`src/rtl/rrtp_pkg.sv`:
```
// Shared types and constants for the round-robin task picker.
package rrtp_pkg;

   // Task states as stored in the run queue
   localparam logic [2:0] ST_NEW      = 3'd0;
   localparam logic [2:0] ST_READY    = 3'd1;
   localparam logic [2:0] ST_RUNNING  = 3'd2;
   localparam logic [2:0] ST_BLOCKING = 3'd3;
   localparam logic [2:0] ST_SLEEPING = 3'd4;
   localparam logic [2:0] ST_LEAVING  = 3'd5;

   // Error codes
   localparam logic [1:0] ERR_OK       = 2'd0;
   localparam logic [1:0] ERR_UNUSABLE = 2'd1;
   localparam logic [1:0] ERR_FULL     = 2'd2;
   localparam logic [1:0] ERR_UNKNOWN  = 2'd3;

   // Configuration register indexes
   localparam logic CSR_QUANTUM_RELOAD = 1'b0;
   localparam logic CSR_SCHED_ENABLED  = 1'b1;

   localparam logic [7:0] QUANTUM_RESET = 8'd20;

   typedef enum logic [1:0] {
      FN_ADD     = 2'd0,
      FN_SET     = 2'd1,
      FN_TICK    = 2'd2,
      FN_RESCHED = 2'd3
   } func_type;

   typedef enum logic [3:0] {
      S_IDLE,
      S_DISPATCH,
      S_SET_SCAN,
      S_R_DEMOTE,
      S_R_PICK,
      S_R_SCAN,
      S_R_FRONT,
      S_R_SHIFT,
      S_FIN,
      S_OUT
   } fsm_state_type;

   typedef struct packed {
      logic [7:0] id;
      logic [2:0] state;
   } entry_type;

   typedef struct packed {
      logic [1:0] error_code;
      logic       on_idle;
      logic [7:0] current_task;
      logic       switched;
   } rsp_type;

endpackage

```
`src/rtl/rrtp_queue_mem.sv`:
```
// Run queue storage: one write port, one read port, registered read data.
module rrtp_queue_mem
   import rrtp_pkg::*;
#(
   parameter int QUEUE_DEPTH = 16,
   localparam int IDX_W = $clog2(QUEUE_DEPTH)
) (
   input  logic             clock,
   input  logic             we,
   input  logic [IDX_W-1:0] waddr,
   input  entry_type        wdata,
   input  logic [IDX_W-1:0] raddr,
   output entry_type        rdata
);

   entry_type mem [QUEUE_DEPTH];
   entry_type rdata_ff;

   always_ff @(posedge clock) begin
      if (we) begin
         mem[waddr] <= wdata;
      end
      rdata_ff <= mem[raddr];
   end

   assign rdata = rdata_ff;

endmodule

```
`src/rtl/rrtp_sched_fsm.sv`:
```
// Sequencer: decodes requests, walks and compacts the run queue, builds results.
module rrtp_sched_fsm
   import rrtp_pkg::*;
#(
   parameter int QUEUE_DEPTH = 16,
   localparam int IDX_W = $clog2(QUEUE_DEPTH),
   localparam int CNT_W = $clog2(QUEUE_DEPTH + 1)
) (
   input  logic             clock,
   input  logic             reset,
   input  logic             req_valid,
   output logic             req_ready,
   input  func_type         req_func,
   input  logic [7:0]       req_task_id,
   input  logic [2:0]       req_new_state,
   input  logic [7:0]       quantum_reload,
   input  logic             sched_enabled,
   input  logic             rsp_free,
   output logic             rsp_load,
   output rsp_type          rsp_data,
   output logic             mem_we,
   output logic [IDX_W-1:0] mem_waddr,
   output entry_type        mem_wdata,
   output logic [IDX_W-1:0] mem_raddr,
   input  entry_type        mem_rdata
);

   localparam logic [CNT_W-1:0] DEPTH_CNT = CNT_W'(QUEUE_DEPTH);
   localparam logic [CNT_W-1:0] ONE_CNT   = CNT_W'(1);
   localparam logic [CNT_W-1:0] TWO_CNT   = CNT_W'(2);

   fsm_state_type    state_ff, state_in;
   func_type         func_ff, func_in;
   logic [7:0]       id_ff, id_in;
   logic [2:0]       nst_ff, nst_in;
   logic [CNT_W-1:0] count_ff, count_in;
   logic [IDX_W-1:0] cur_ff, cur_in;
   logic             idle_ff, idle_in;
   logic [7:0]       tick_ff, tick_in;
   logic             from_idle_ff, from_idle_in;
   logic             cur_gone_ff, cur_gone_in;
   logic [CNT_W-1:0] scan_ff, scan_in;
   logic [CNT_W-1:0] ptr_ff, ptr_in;
   logic             sw_ff, sw_in;
   logic [1:0]       err_ff, err_in;

   logic             pick_hit;
   logic [CNT_W-1:0] pick_p;
   logic [CNT_W-1:0] cur_ext;
   logic             resched;

   assign cur_ext = CNT_W'(cur_ff);

   always_ff @(posedge clock) begin
      if (reset) begin
         state_ff <= S_IDLE;
         count_ff <= '0;
         cur_ff   <= '0;
         idle_ff  <= 1'b1;
         tick_ff  <= QUANTUM_RESET;
      end else begin
         state_ff <= state_in;
         count_ff <= count_in;
         cur_ff   <= cur_in;
         idle_ff  <= idle_in;
         tick_ff  <= tick_in;
      end
      func_ff      <= func_in;
      id_ff        <= id_in;
      nst_ff       <= nst_in;
      from_idle_ff <= from_idle_in;
      cur_gone_ff  <= cur_gone_in;
      scan_ff      <= scan_in;
      ptr_ff       <= ptr_in;
      sw_ff        <= sw_in;
      err_ff       <= err_in;
   end

   always_comb begin
      state_in     = state_ff;
      func_in      = func_ff;
      id_in        = id_ff;
      nst_in       = nst_ff;
      count_in     = count_ff;
      cur_in       = cur_ff;
      idle_in      = idle_ff;
      tick_in      = tick_ff;
      from_idle_in = from_idle_ff;
      cur_gone_in  = cur_gone_ff;
      scan_in      = scan_ff;
      ptr_in       = ptr_ff;
      sw_in        = sw_ff;
      err_in       = err_ff;
      req_ready    = 1'b0;
      rsp_load     = 1'b0;
      mem_we       = 1'b0;
      mem_waddr    = cur_ff;
      mem_wdata    = mem_rdata;
      mem_raddr    = cur_ff;
      pick_hit     = 1'b0;
      pick_p       = '0;
      resched      = 1'b0;

      rsp_data.switched     = sw_ff;
      rsp_data.on_idle      = idle_ff;
      rsp_data.error_code   = err_ff;
      rsp_data.current_task = (!idle_ff && (cur_ext < count_ff)) ? mem_rdata.id : 8'd0;

      unique case (state_ff)
         S_IDLE: begin
            req_ready = 1'b1;
            if (req_valid) begin
               func_in  = req_func;
               id_in    = req_task_id;
               nst_in   = req_new_state;
               sw_in    = 1'b0;
               err_in   = ERR_OK;
               state_in = S_DISPATCH;
            end
         end

         S_DISPATCH: begin
            unique case (func_ff)
               FN_ADD: begin
                  if (count_ff == DEPTH_CNT) begin
                     err_in = ERR_FULL;
                  end else begin
                     mem_we    = 1'b1;
                     mem_waddr = count_ff[IDX_W-1:0];
                     mem_wdata = '{id: id_ff, state: nst_ff};
                     count_in  = count_ff + ONE_CNT;
                  end
                  state_in = S_FIN;
               end
               FN_SET: begin
                  if (count_ff == '0) begin
                     err_in   = ERR_UNKNOWN;
                     state_in = S_FIN;
                  end else begin
                     mem_raddr = '0;
                     ptr_in    = '0;
                     state_in  = S_SET_SCAN;
                  end
               end
               FN_TICK: begin
                  if (tick_ff == 8'd0) begin
                     tick_in = quantum_reload;
                     resched = 1'b1;
                  end else begin
                     tick_in = tick_ff - 8'd1;
                  end
                  state_in = S_FIN;
               end
               default: begin
                  resched = 1'b1;
               end
            endcase
            if (resched) begin
               state_in = S_FIN;
               if (sched_enabled) begin
                  from_idle_in = idle_ff || (cur_ext >= count_ff);
                  cur_gone_in  = 1'b0;
                  scan_in      = cur_ext + ONE_CNT;
                  if (idle_ff || (cur_ext >= count_ff)) begin
                     state_in = S_R_PICK;
                  end else begin
                     mem_raddr = cur_ff;
                     state_in  = S_R_DEMOTE;
                  end
               end
            end
         end

         // Find the first entry with a matching id, one entry per cycle
         S_SET_SCAN: begin
            if (mem_rdata.id == id_ff) begin
               mem_we    = 1'b1;
               mem_waddr = ptr_ff[IDX_W-1:0];
               mem_wdata = '{id: id_ff, state: nst_ff};
               state_in  = S_FIN;
            end else if ((ptr_ff + ONE_CNT) < count_ff) begin
               ptr_in    = ptr_ff + ONE_CNT;
               mem_raddr = IDX_W'(ptr_ff + ONE_CNT);
            end else begin
               err_in   = ERR_UNKNOWN;
               state_in = S_FIN;
            end
         end

         S_R_DEMOTE: begin
            if (mem_rdata.state == ST_RUNNING) begin
               mem_we    = 1'b1;
               mem_waddr = cur_ff;
               mem_wdata = '{id: mem_rdata.id, state: ST_READY};
            end
            state_in = S_R_PICK;
         end

         S_R_PICK: begin
            if (count_ff == '0) begin
               idle_in  = 1'b1;
               sw_in    = 1'b1;
               state_in = S_FIN;
            end else if (!from_idle_ff && (scan_ff < count_ff)) begin
               mem_raddr = scan_ff[IDX_W-1:0];
               ptr_in    = scan_ff;
               state_in  = S_R_SCAN;
            end else begin
               mem_raddr = '0;
               state_in  = S_R_FRONT;
            end
         end

         S_R_SCAN: begin
            if (mem_rdata.state != ST_SLEEPING) begin
               pick_hit = 1'b1;
               pick_p   = ptr_ff;
            end else if ((ptr_ff + ONE_CNT) < count_ff) begin
               ptr_in    = ptr_ff + ONE_CNT;
               mem_raddr = IDX_W'(ptr_ff + ONE_CNT);
            end else begin
               mem_raddr = '0;
               state_in  = S_R_FRONT;
            end
         end

         S_R_FRONT: begin
            if (mem_rdata.state == ST_SLEEPING) begin
               idle_in  = 1'b1;
               sw_in    = 1'b1;
               state_in = S_FIN;
            end else begin
               pick_hit = 1'b1;
               pick_p   = '0;
            end
         end

         // Compaction: move entry ptr+1 down to ptr
         S_R_SHIFT: begin
            mem_we    = 1'b1;
            mem_waddr = ptr_ff[IDX_W-1:0];
            mem_wdata = mem_rdata;
            ptr_in    = ptr_ff + ONE_CNT;
            if ((ptr_ff + ONE_CNT) < count_ff) begin
               mem_raddr = IDX_W'(ptr_ff + TWO_CNT);
            end else begin
               state_in = S_R_PICK;
            end
         end

         S_FIN: begin
            state_in = S_OUT;
         end

         S_OUT: begin
            if (rsp_free) begin
               rsp_load = 1'b1;
               state_in = S_IDLE;
            end
         end

         default: begin
            state_in = S_IDLE;
         end
      endcase

      // Judge the picked entry
      if (pick_hit) begin
         if ((mem_rdata.state == ST_NEW) || (mem_rdata.state == ST_READY)) begin
            mem_we    = 1'b1;
            mem_waddr = pick_p[IDX_W-1:0];
            mem_wdata = '{id: mem_rdata.id, state: ST_RUNNING};
            cur_in    = pick_p[IDX_W-1:0];
            idle_in   = 1'b0;
            sw_in     = 1'b1;
            state_in  = S_FIN;
         end else if (mem_rdata.state != ST_LEAVING) begin
            if (cur_gone_ff) begin
               idle_in = 1'b1;
            end
            err_in   = ERR_UNUSABLE;
            state_in = S_FIN;
         end else begin
            count_in = count_ff - ONE_CNT;
            if (pick_p < scan_ff) begin
               scan_in = scan_ff - ONE_CNT;
            end
            if (!from_idle_ff && !cur_gone_ff) begin
               if (pick_p < cur_ext) begin
                  cur_in = cur_ff - IDX_W'(1);
               end else if (pick_p == cur_ext) begin
                  cur_gone_in = 1'b1;
               end
            end
            ptr_in = pick_p;
            if ((pick_p + ONE_CNT) < count_ff) begin
               mem_raddr = IDX_W'(pick_p + ONE_CNT);
               state_in  = S_R_SHIFT;
            end else begin
               state_in = S_R_PICK;
            end
         end
      end
   end

endmodule

```
`src/rtl/round_robin_task_picker_core.sv`:
```
// Top level of the round-robin task picker: config registers, result register, core.
// Steps: a set-state scans the queue for its entry; a reschedule reads entries and removes
//   each leaving task it meets by moving the later entries down.
// Flow: one transaction at a time; the next is taken in the cycle after the result is loaded,
//   and a finished result waits in the output register meanwhile.
// Reset: synchronous, active high; queue empty, idle task current, tick count 20, scheduling
//   off. Queue memory contents are not cleared (entries are only read below the fill count).
module round_robin_task_picker_core
   import rrtp_pkg::*;
#(
   parameter int QUEUE_DEPTH = 16
) (
   input  logic        clock,
   input  logic        reset,
   // Request: func[1:0], task_id[9:2], new_state[12:10], zero [15:13]
   input  logic        req_tvalid,
   output logic        req_tready,
   input  logic [15:0] req_tdata,
   // Response: switched[0], current_task[8:1], on_idle[9], error_code[11:10], zero [15:12]
   output logic        rsp_tvalid,
   input  logic        rsp_tready,
   output logic [15:0] rsp_tdata,
   // Config write port
   input  logic        csr_we,
   input  logic        csr_index,
   input  logic [7:0]  csr_wdata
);

   localparam int IDX_W = $clog2(QUEUE_DEPTH);

   logic [7:0] quantum_ff, quantum_in;
   logic       enabled_ff, enabled_in;
   logic       rsp_valid_ff, rsp_valid_in;
   rsp_type    rsp_data_ff, rsp_data_in;

   logic             rsp_free;
   logic             rsp_load;
   rsp_type          core_rsp;
   logic             mem_we;
   logic [IDX_W-1:0] mem_waddr;
   entry_type        mem_wdata;
   logic [IDX_W-1:0] mem_raddr;
   entry_type        mem_rdata;

   // Config registers: the user must write them only between transactions; nothing in the block enforces this.
   always_comb begin
      quantum_in = quantum_ff;
      enabled_in = enabled_ff;
      if (csr_we) begin
         unique case (csr_index)
            CSR_QUANTUM_RELOAD: quantum_in = csr_wdata;
            CSR_SCHED_ENABLED:  enabled_in = csr_wdata[0];
            default:            quantum_in = quantum_ff;
         endcase
      end
   end

   // Output register: holds a result until taken, frees the core meanwhile
   assign rsp_free = !rsp_valid_ff || rsp_tready;

   always_comb begin
      rsp_valid_in = rsp_valid_ff;
      rsp_data_in  = rsp_data_ff;
      if (rsp_tready) begin
         rsp_valid_in = 1'b0;
      end
      if (rsp_load) begin
         rsp_valid_in = 1'b1;
         rsp_data_in  = core_rsp;
      end
   end

   always_ff @(posedge clock) begin
      if (reset) begin
         quantum_ff   <= QUANTUM_RESET;
         enabled_ff   <= 1'b0;
         rsp_valid_ff <= 1'b0;
      end else begin
         quantum_ff   <= quantum_in;
         enabled_ff   <= enabled_in;
         rsp_valid_ff <= rsp_valid_in;
      end
      rsp_data_ff <= rsp_data_in;
   end

   assign rsp_tvalid = rsp_valid_ff;
   assign rsp_tdata  = {4'd0, rsp_data_ff};

   rrtp_sched_fsm #(
      .QUEUE_DEPTH(QUEUE_DEPTH)
   ) u_sched_fsm (
      .clock          (clock),
      .reset          (reset),
      .req_valid      (req_tvalid),
      .req_ready      (req_tready),
      .req_func       (func_type'(req_tdata[1:0])),
      .req_task_id    (req_tdata[9:2]),
      .req_new_state  (req_tdata[12:10]),
      .quantum_reload (quantum_ff),
      .sched_enabled  (enabled_ff),
      .rsp_free       (rsp_free),
      .rsp_load       (rsp_load),
      .rsp_data       (core_rsp),
      .mem_we         (mem_we),
      .mem_waddr      (mem_waddr),
      .mem_wdata      (mem_wdata),
      .mem_raddr      (mem_raddr),
      .mem_rdata      (mem_rdata)
   );

   rrtp_queue_mem #(
      .QUEUE_DEPTH(QUEUE_DEPTH)
   ) u_queue_mem (
      .clock (clock),
      .we    (mem_we),
      .waddr (mem_waddr),
      .wdata (mem_wdata),
      .raddr (mem_raddr),
      .rdata (mem_rdata)
   );

endmodule

```
`config.mk`:
```
export PLATFORM = sky130hd
export DESIGN_NAME = round_robin_task_picker_core
export DESIGN_NICKNAME = d
export VERILOG_FILES = /design/src/rtl/rrtp_pkg.sv /design/src/rtl/rrtp_queue_mem.sv /design/src/rtl/rrtp_sched_fsm.sv /design/src/rtl/round_robin_task_picker_core.sv
export SDC_FILE = /design/constraint.sdc
export NUM_CORES = 1
export LEC_CHECK = 0
export ABC_AREA = 1
export BUFFER_PORTS_ARGS = -buffer_cell sky130_fd_sc_hd__buf_2
export CAP_MARGIN = 20
export CORE_MARGIN = 3
export CORE_UTILIZATION = 60
export DETAILED_ROUTE_END_ITERATION = 10
export PLACE_DENSITY = 0.78
export SYNTH_ARGS = -nofsm -noshare
export SYNTH_HDL_FRONTEND = slang
export SYNTH_SLANG_ARGS = --single-unit
```
`constraint.sdc`:
```
create_clock -name clock -period 3.7 [get_ports clock]
set_input_delay 0.74 -clock clock [delete_from_list [all_inputs] [get_ports clock]]
set_output_delay 0.74 -clock clock [all_outputs]
set_load 0.005 [all_outputs]
```
==> results.txt, run 1 <==
- Tightest Hold Check Type: in2reg
- Counting flops and latches in the post-synthesis netlist gives 259.
* Status: complete, no violations
- Category of the most critical setup path: reg2reg
- CTS built an H-tree with a depth of 1.
- Grt ovf: 0
- Core Region: 21200 um^2
- In the finished design, the share of the clock period the worst path needs comes to 0.959.
- Counting flops with a built-in enable in the synthesized netlist gives 202.
- In the routed design, unresolved DRC markers number 0.
- Row generation in the floorplan step produced 53 rows.
- In the synthesized netlist the dominant register cell turns out to be edfxtp_1.
- Initial Utilization: 0.616
* Number of hold-repair buffers added at the cts stage: 0
* Achievable Freq: 0.282 GHz
- Clock insertion delay at the later pin of the skew report: 0.55 ns
- Global router's overall resource usage: 0.290
- Ant. Diodes: 0
- Total count of max-transition violations in the final report: 0
- Post-DP HPWL: 23700 um
- The analysis attributes to cell leakage a power of 0.00652 uW.
* Iter 0 DRT Violations: 1269
- Net total in the final layout: 1615
- Routed wire length per instance: 18.9 um
- At the worst endpoint, the required time is 4.13 ns.
- Placed cells: 1793
* Total via count in the routed design: 10700
- Synthesis produced a netlist whose cell count is 1448.
- Final hold slack: 0.359 ns
* First-pass iteration count of the detailed router: 5
- The first global-routing pass estimated 54200 um of wire.
- Commonest non-fill, non-tap cells in the layout: nand2_1, inv_1, nand3_1, edfxtp_1, nor2_1
- Across all setup checks in the final design, the least slack found is 0.153 ns.
- In this run the power density over the cells is 696 nW/um^2.
* Wire length after detailed routing: 34800 um
* Delay of the slowest cell on the worst path: 0.33 ns
- After clock tree synthesis, the clock-pin slew on the worst setup and hold paths is 0.07 ns.
* Maximum clock skew at final layout: 0.0240 ns
* Distinct cell type count of the synthesized netlist: 52
- Mean instance size in the synthesized netlist: 9.02 um^2
* Number of buffers created by CTS: 27
* Final number of setup-violating endpoints: 0
* Ratio of cells with drive above 1 in the final layout: 0.126
- Cell at the root of the clock tree: clkbuf_16
- TritonCTS built the clock tree.
- In this run the tool buffered the top-level ports with 40 buffer cells.
* Layout Cell Area excl Fill: 15100 um^2
- At the pin with the least slew margin, the transition time is 0.666 ns.
- Counting every sink on the clock net gives 259.
* Proportion of synthesized chip area in sequential cells: 0.552
- STA classifies the critical path startpoint as a flop.
- Vias per cell: 5.78
* Largest net degree at the start of global routing: 46
- The number of endpoints with negative hold slack in the final report came to 0.
* Nature of the critical path endpoint: flop
- Yosys synthesis warning count: 0
- FFs w/ async S/R, synth: 0
* Crit-path slowest cell: dfxtp_1
* Commonest non-fill, non-tap cell in the layout: nand2_1
* Relative max-transition margin: 0.552
* I/O pin count: 48
* Maximum vdd drop: 460 uV
- Before CTS, the worst setup slack after placement is 0.0206 ns.
- The critical path goes through inv_1 > nand3_1 > nand2_4 > nor2_4 > ha_2 > xnor2_2 > inv_1 > ha_1 > a21oi_1 > o21a_1 > and2_4 > nand3_4 > nand4_1 > nand2_1 > inv_1 > buf_4 > nand3_1 > nand3_1 > nand2_1.
- The finished layout holds 1846 standard cells, fillers aside.
- The number of global-route vias before repair is 10100.
- DIE AREA: 23600 um^2
* Horizontal die dimension: 154 um
* MaxCap Viol Count: 0
- Endpoint arrival time on the critical path: 3.98 ns
- Antenna Nets Post-Route: 0
* Antenna violations before repair: 0
* Weighted congestion reported at the end of routability-driven placement: 1.03
- Total power for the finished layout comes to 10500 uW.
- The worst path needs 3.55 ns of the cycle, external delays included.
- Vert. Die Dim: 154 um
* Maximum fanout count along the critical path: 11
* Synthesized cell area: 13100 um^2
- No sink is reached through more buffers than the 3 on the longest clock path.
* Placement-stage cell area: 14100 um^2
* Growth of design area from synthesis to finish: 15.8%
## layer usage
metal	part of all wire	wire, um	GRT usage	vias to the layer above
met5	0	0	0	-
met2	0.44	15400	0.446	541
met3	0.091	3170	0.0329	87
met4	0.031	1090	0.0921	0
met1	0.44	15200	0.435	4970
li1	-	-	-	5065
## path summary, 6_finish.rpt
path / endpoint / slack (ns) / from / depth (start not counted)
max: u_queue_mem.rdata[8] / 0.15 / u_queue_mem.rdata[1] / 19
min: u_sched_fsm.nst_ff[0] / 0.36 / req_tdata[10] / 1
min reg2reg: quantum_ff[5] / 0.45 / quantum_ff[5] / 2
max reg2reg: u_queue_mem.rdata[8] / 0.15 / u_queue_mem.rdata[1] / 19
## critical path: cells and delay by family, from the launching register on
| kind | cells | cell delay [ns] |
|---|---|---|
| compound gates | 2 | 0.35 |
| xor+xnor | 1 | 0.20 |
| fa+ha+maj | 2 | 0.52 |
| buf+inv | 4 | 0.58 |
| flops | 1 | 0.33 |
| simple gates | 10 | 1.43 |
## registers in the layout, summed over array words and instances (netlist names), 2 cells and up
register and cells:
quantum_ff 8, rsp_tdata 12, u_queue_mem.mem 176, u_queue_mem.rdata 11, u_sched_fsm.count_ff 5, u_sched_fsm.cur_ff 4, u_sched_fsm.err_ff 2, u_sched_fsm.func_ff 2
u_sched_fsm.id_ff 8, u_sched_fsm.nst_ff 3, u_sched_fsm.ptr_ff 5, u_sched_fsm.scan_ff 5, u_sched_fsm.state_ff 4, u_sched_fsm.tick_ff 8
## repair_timing
item | in CTS | in global routing
resized for setup | 2 | 17
pin swaps | 0 | 1
cloned | 0 | 2
endpoints found under the setup margin | 3 | 11
setup buffers | 0 | 1
endpoints found under the hold margin | 0 | 0
## through the flow
stage          setup TNS, ns  utilization
2_1_floorplan              0            -
3_3_place_gp               0        0.665
3_5_place_dp               0        0.665
4_1_cts                    0        0.707
5_1_grt              -0.0764        0.713
6_report                   0        0.713
## cells by family after synthesis
group                      count (synthesis)  synth area share
AOI/OAI and AO/OA                        155            0.0686
xor gates and xnor gates                  18            0.0121
adders and majority gates                 35            0.0335
buffers and inverters                    305            0.0935
DFF                                      259             0.552
muxes                                      1          0.000766
other                                      1          0.000287
and+or+nand+nor                          674             0.240
## power by group
part	total (uW)	internal [uW]	switching, uW
logic	3810	1290	2520
clock network	2720	1600	1120
registers	4000	3800	194
total	10500	6690	3840
## cells in the mapped netlist (all sizes together) (5+ instances only)
library cell	count	area, um^2
a211oi	5	37.5
buf	35	206
nand4	11	68.8
o21ai	74	370
nor3	12	65.1
o211ai	15	113
inv	249	935
a21oi	36	180
xor2	11	96.3
nand2	264	1020
edfxtp	202	6070
ha	35	438
nor2	98	385
dfxtp	57	1140
nand3b	44	330
nand3	237	1220
xnor2	7	61.3
clkbuf	20	75.1
## area by class of cell
cell class              instances  area, um^2
clock inverters                15         164
flip-flops and latches        259        7210
repair buffers                125        1030
multi-input cells             887        4720
fillers                      1554        6090
inverters                     250         945
well taps                     275         344
clock buffers                  35         726
(Power assumes the default switching activity.)
==> run 2: changes to the inputs <==
- CORE_UTILIZATION: 60 -> 56
- PLACE_DENSITY: 0.78 -> 0.84
- clock period: 3.7 -> 3 ns (I/O delays scaled with it)
==> results.txt, run 2 (synthesized netlist as in run 1, its figures left out) <==
* Commonest non-fill, non-tap cell in the layout: inv_1
- Horizontal die dimension: 159 um (+3.4%)
- The iteration count of the initial detailed-routing pass is 9 (+4).
- Leak Pwr: 0.00727 uW (+11%)
- The minimum period implied by the final worst setup slack was 3.53 ns (-0.0178 ns).
- Total negative setup slack: -5.95 ns (-5.95 ns)
- Via count of the first global-routing pass: 11600 (+15%)
- The combinational cell fraction of total power was 0.442 (+0.080).
- Placement-stage cell area: 14700 um^2 (+4.0%)
* Number of port buffers: 40 (unchanged)
- Unrepaired setup endpoints after global routing: yes
- The post-route clock skew is 0.0259 ns (+0.00187 ns).
- Ranked by flip-flop count, first place goes to u_queue_mem.mem.
* Areal power density over the cells: 894 nW/um^2 (+29%)
* Nature of the critical path endpoint: flop
* Clock insertion delay at the later pin of the skew report: 0.57 ns (+0.02 ns)
- The relative contribution of the clock network to total power came to 0.232 (-0.026).
- The number of sinks handled by clock tree synthesis came to 259 (unchanged).
- The path class of the tightest hold or removal check is in2reg.
- The number of antenna repair diodes came to 0 (unchanged).
- The routed wire length was 43300 um (+24%).
- Initial Utilization: 0.574 (-0.0421)
- DIE AREA: 25200 um^2 (+6.9%)
* Routed wire length per instance: 21.9 um (+16%)
- Violated checks: DRC, setup timing
* Part of the power in registers: 0.326 (-0.054)
- Number of H-tree levels: 1 (unchanged)
- The count of boundary I/O pins is 48 (unchanged).
* Number of buffers created by CTS: 28 (+3.7%)
- The number of hold-repair buffers added at the cts stage was 0 (unchanged).
- Net total in the final layout: 1705 (+5.6%)
- Iter 0 DRT Violations: 2033 (+60%)
- The number of standard cells in the final layout excluding fillers came to 1975 (+7.0%).
* MaxCap Viol Count: 0 (unchanged)
- Post-DP HPWL: 24700 um (+4.5%)
* Clk buf depth: 3 (unchanged)
- Antenna Nets Post-Route: 0 (unchanged)
- The run finished, with violations left.
* Largest net degree at the start of global routing: 37 (-20%)
* Placed cells: 1895 (+5.7%)
* Maximum vdd drop: 557 uV (+21%)
* Core Region: 22800 um^2 (+7.3%)
- The setup slack after layout is -0.530 ns (-0.682 ns).
- The number of slew-limit violations in the final report was 0 (unchanged).
* Final hold slack: 0.218 ns (-0.141 ns)
* Switching share of power: 0.384 (+0.0195)
- The flip-flop count of the largest register after layout was 176 (unchanged).
* Ratio of cells with drive above 1 in the final layout: 0.270 (+0.144)
- First-pass GRT wire length: 62600 um (+16%)
- Kind of start point of the critical path: flop
- Antenna violations before repair: 0 (unchanged)
- The largest fanout of any net on the critical path is 6 (-5).
- The worst endpoint required time came to 3.44 ns (-0.69 ns).
* Worst-path clk slew: 0.06 ns (about the same)
* Endpoint arrival time on the critical path: 3.97 ns (about the same)
* Final number of setup-violating endpoints: 48 (+48)
* Weighted congestion reported at the end of routability-driven placement: 0.991 (-4.3%)
- Cell at the root of the clock tree: clkbuf_16
- The reported net switching power is 5790 uW (+51%).
- The combined global-route utilization of all metal layers is 0.312 (+0.0226).
- The transition time of the tightest slew-check pin was 0.681 ns (+0.0151 ns).
- Achievable Freq: 0.283 GHz (+0.50%)
- Grt ovf: 0 (unchanged)
- The critical path is of the reg2reg type.
- TritonCTS clock tree: built
- Cell-internal power: 9280 uW (+39%)
- Total via count in the routed design: 12000 (+13%)
- The fraction of the cycle the final worst path needs was 1.18 (+0.218).
- The routed via count divided by cell count is 6.09 (+5.4%).
- Placement row count: 55 (+3.8%)
* Vert. Die Dim: 159 um (+3.4%)
- Final Hold Violating Endpoints: 0 (unchanged)
- Commonest non-fill, non-tap cells in the layout: inv_1, nand2_1, edfxtp_1, nand3_1, buf_4
- Growth of design area from synthesis to finish: 28.9%
* Final routed DRC violation total: 1 (+1)
- The worst slew slack as a fraction of its limit is 0.546 (-0.00586).
- The post-route cell area came to 16800 um^2 (+11%).
==> run 2: changes by cell type in the layout (fill, tap and decap cells not counted), moves of 9 or more <==
cell / previous run / this run
nand3_2: 2 / 84
nor2_1: 93 / 81
buf_6: 2 / 12
nand2_2: 1 / 37
nor2_2: 2 / 11
nand3_1: 233 / 147
nand2_1: 258 / 220
buf_4: 69 / 138
==> run 2: critical path: stages (launching register included) <==
cell,delay (ns)
dfxtp_4,0.40
ha_4,0.18
buf_4,0.14
xor2_4,0.22
ha_4,0.24
nand2_1,0.07
nand2_1,0.05
nand2_1,0.08
nand3_2,0.11
buf_4,0.18
nand2_1,0.08
buf_4,0.12
nand4_1,0.16
o21ai_0,0.24
nand3_1,0.15
o21ai_0,0.39
inv_2,0.23
buf_12,0.20
nand3_2,0.08
nand2_2,0.07
==> run 2: area by class of cell <==
type | instances | area, um^2
clock buffers | 40 | 796
clock inverters | 12 | 141
fillers | 1426 | 5940
inverters | 250 | 943
multi-input cells | 887 | 5460
flip-flops and latches | 259 | 7220
well taps | 313 | 392
repair buffers | 214 | 1890
==> run 2: final timing paths <==
| kind | startpoint | endpoint | slack, ns | depth (start not counted) |
|---|---|---|---|---|
| worst min register to register | u_sched_fsm.sw_ff | rsp_tdata[0] | 0.44 | 0 |
| worst min-delay path | req_tdata[11] | u_sched_fsm.nst_ff[1] | 0.22 | 1 |
| worst max-delay path | u_sched_fsm.ptr_ff[1] | u_queue_mem.rdata[7] | -0.53 | 19 |
| worst max register to register | u_sched_fsm.ptr_ff[1] | u_queue_mem.rdata[7] | -0.53 | 19 |
==> run 2: metrics by stage <==
| step | util | power (uW) | worst slack (ns) |
|---|---|---|---|
| 2_1_floorplan | - | 7860 | 0.00885 |
| 3_3_place_gp | 0.644 | 9520 | -0.390 |
| 3_5_place_dp | 0.644 | 9690 | -0.393 |
| 4_1_cts | 0.718 | 14400 | -0.245 |
| 5_1_grt | 0.739 | 15600 | -0.592 |
| 6_report | 0.739 | 15100 | -0.530 |
==> run 2: what timing repair did <==
| action | CTS | global route |
|---|---|---|
| gates cloned | 8 | 3 |
| buffers inserted | 17 | 3 |
| gates resized for setup | 105 | 106 |
| pin swaps | 42 | 33 |
| setup endpoints to repair | 11 | 187 |
==> run 2: routing by layer <==
| metal | track usage | routed length [um] | up-vias |
|---|---|---|---|
| met5 | 0 | 0 | - |
| met3 | 0.0605 | 5460 | 252 |
| met2 | 0.505 | 19600 | 1027 |
| li1 | - | - | 5237 |
| met1 | 0.408 | 15600 | 5503 |
| met4 | 0.147 | 2640 | 0 |
==> run 2: power groups by stage <==
stage	Sequential, uW	Clock, uW	Combinational [uW]
2_1_floorplan	4930	0	2930
3_3_place_gp	4940	0	4580
3_5_place_dp	4950	0	4740
4_1_cts	4890	3480	6030
5_1_grt	4930	3670	7040
6_report	4910	3500	6660
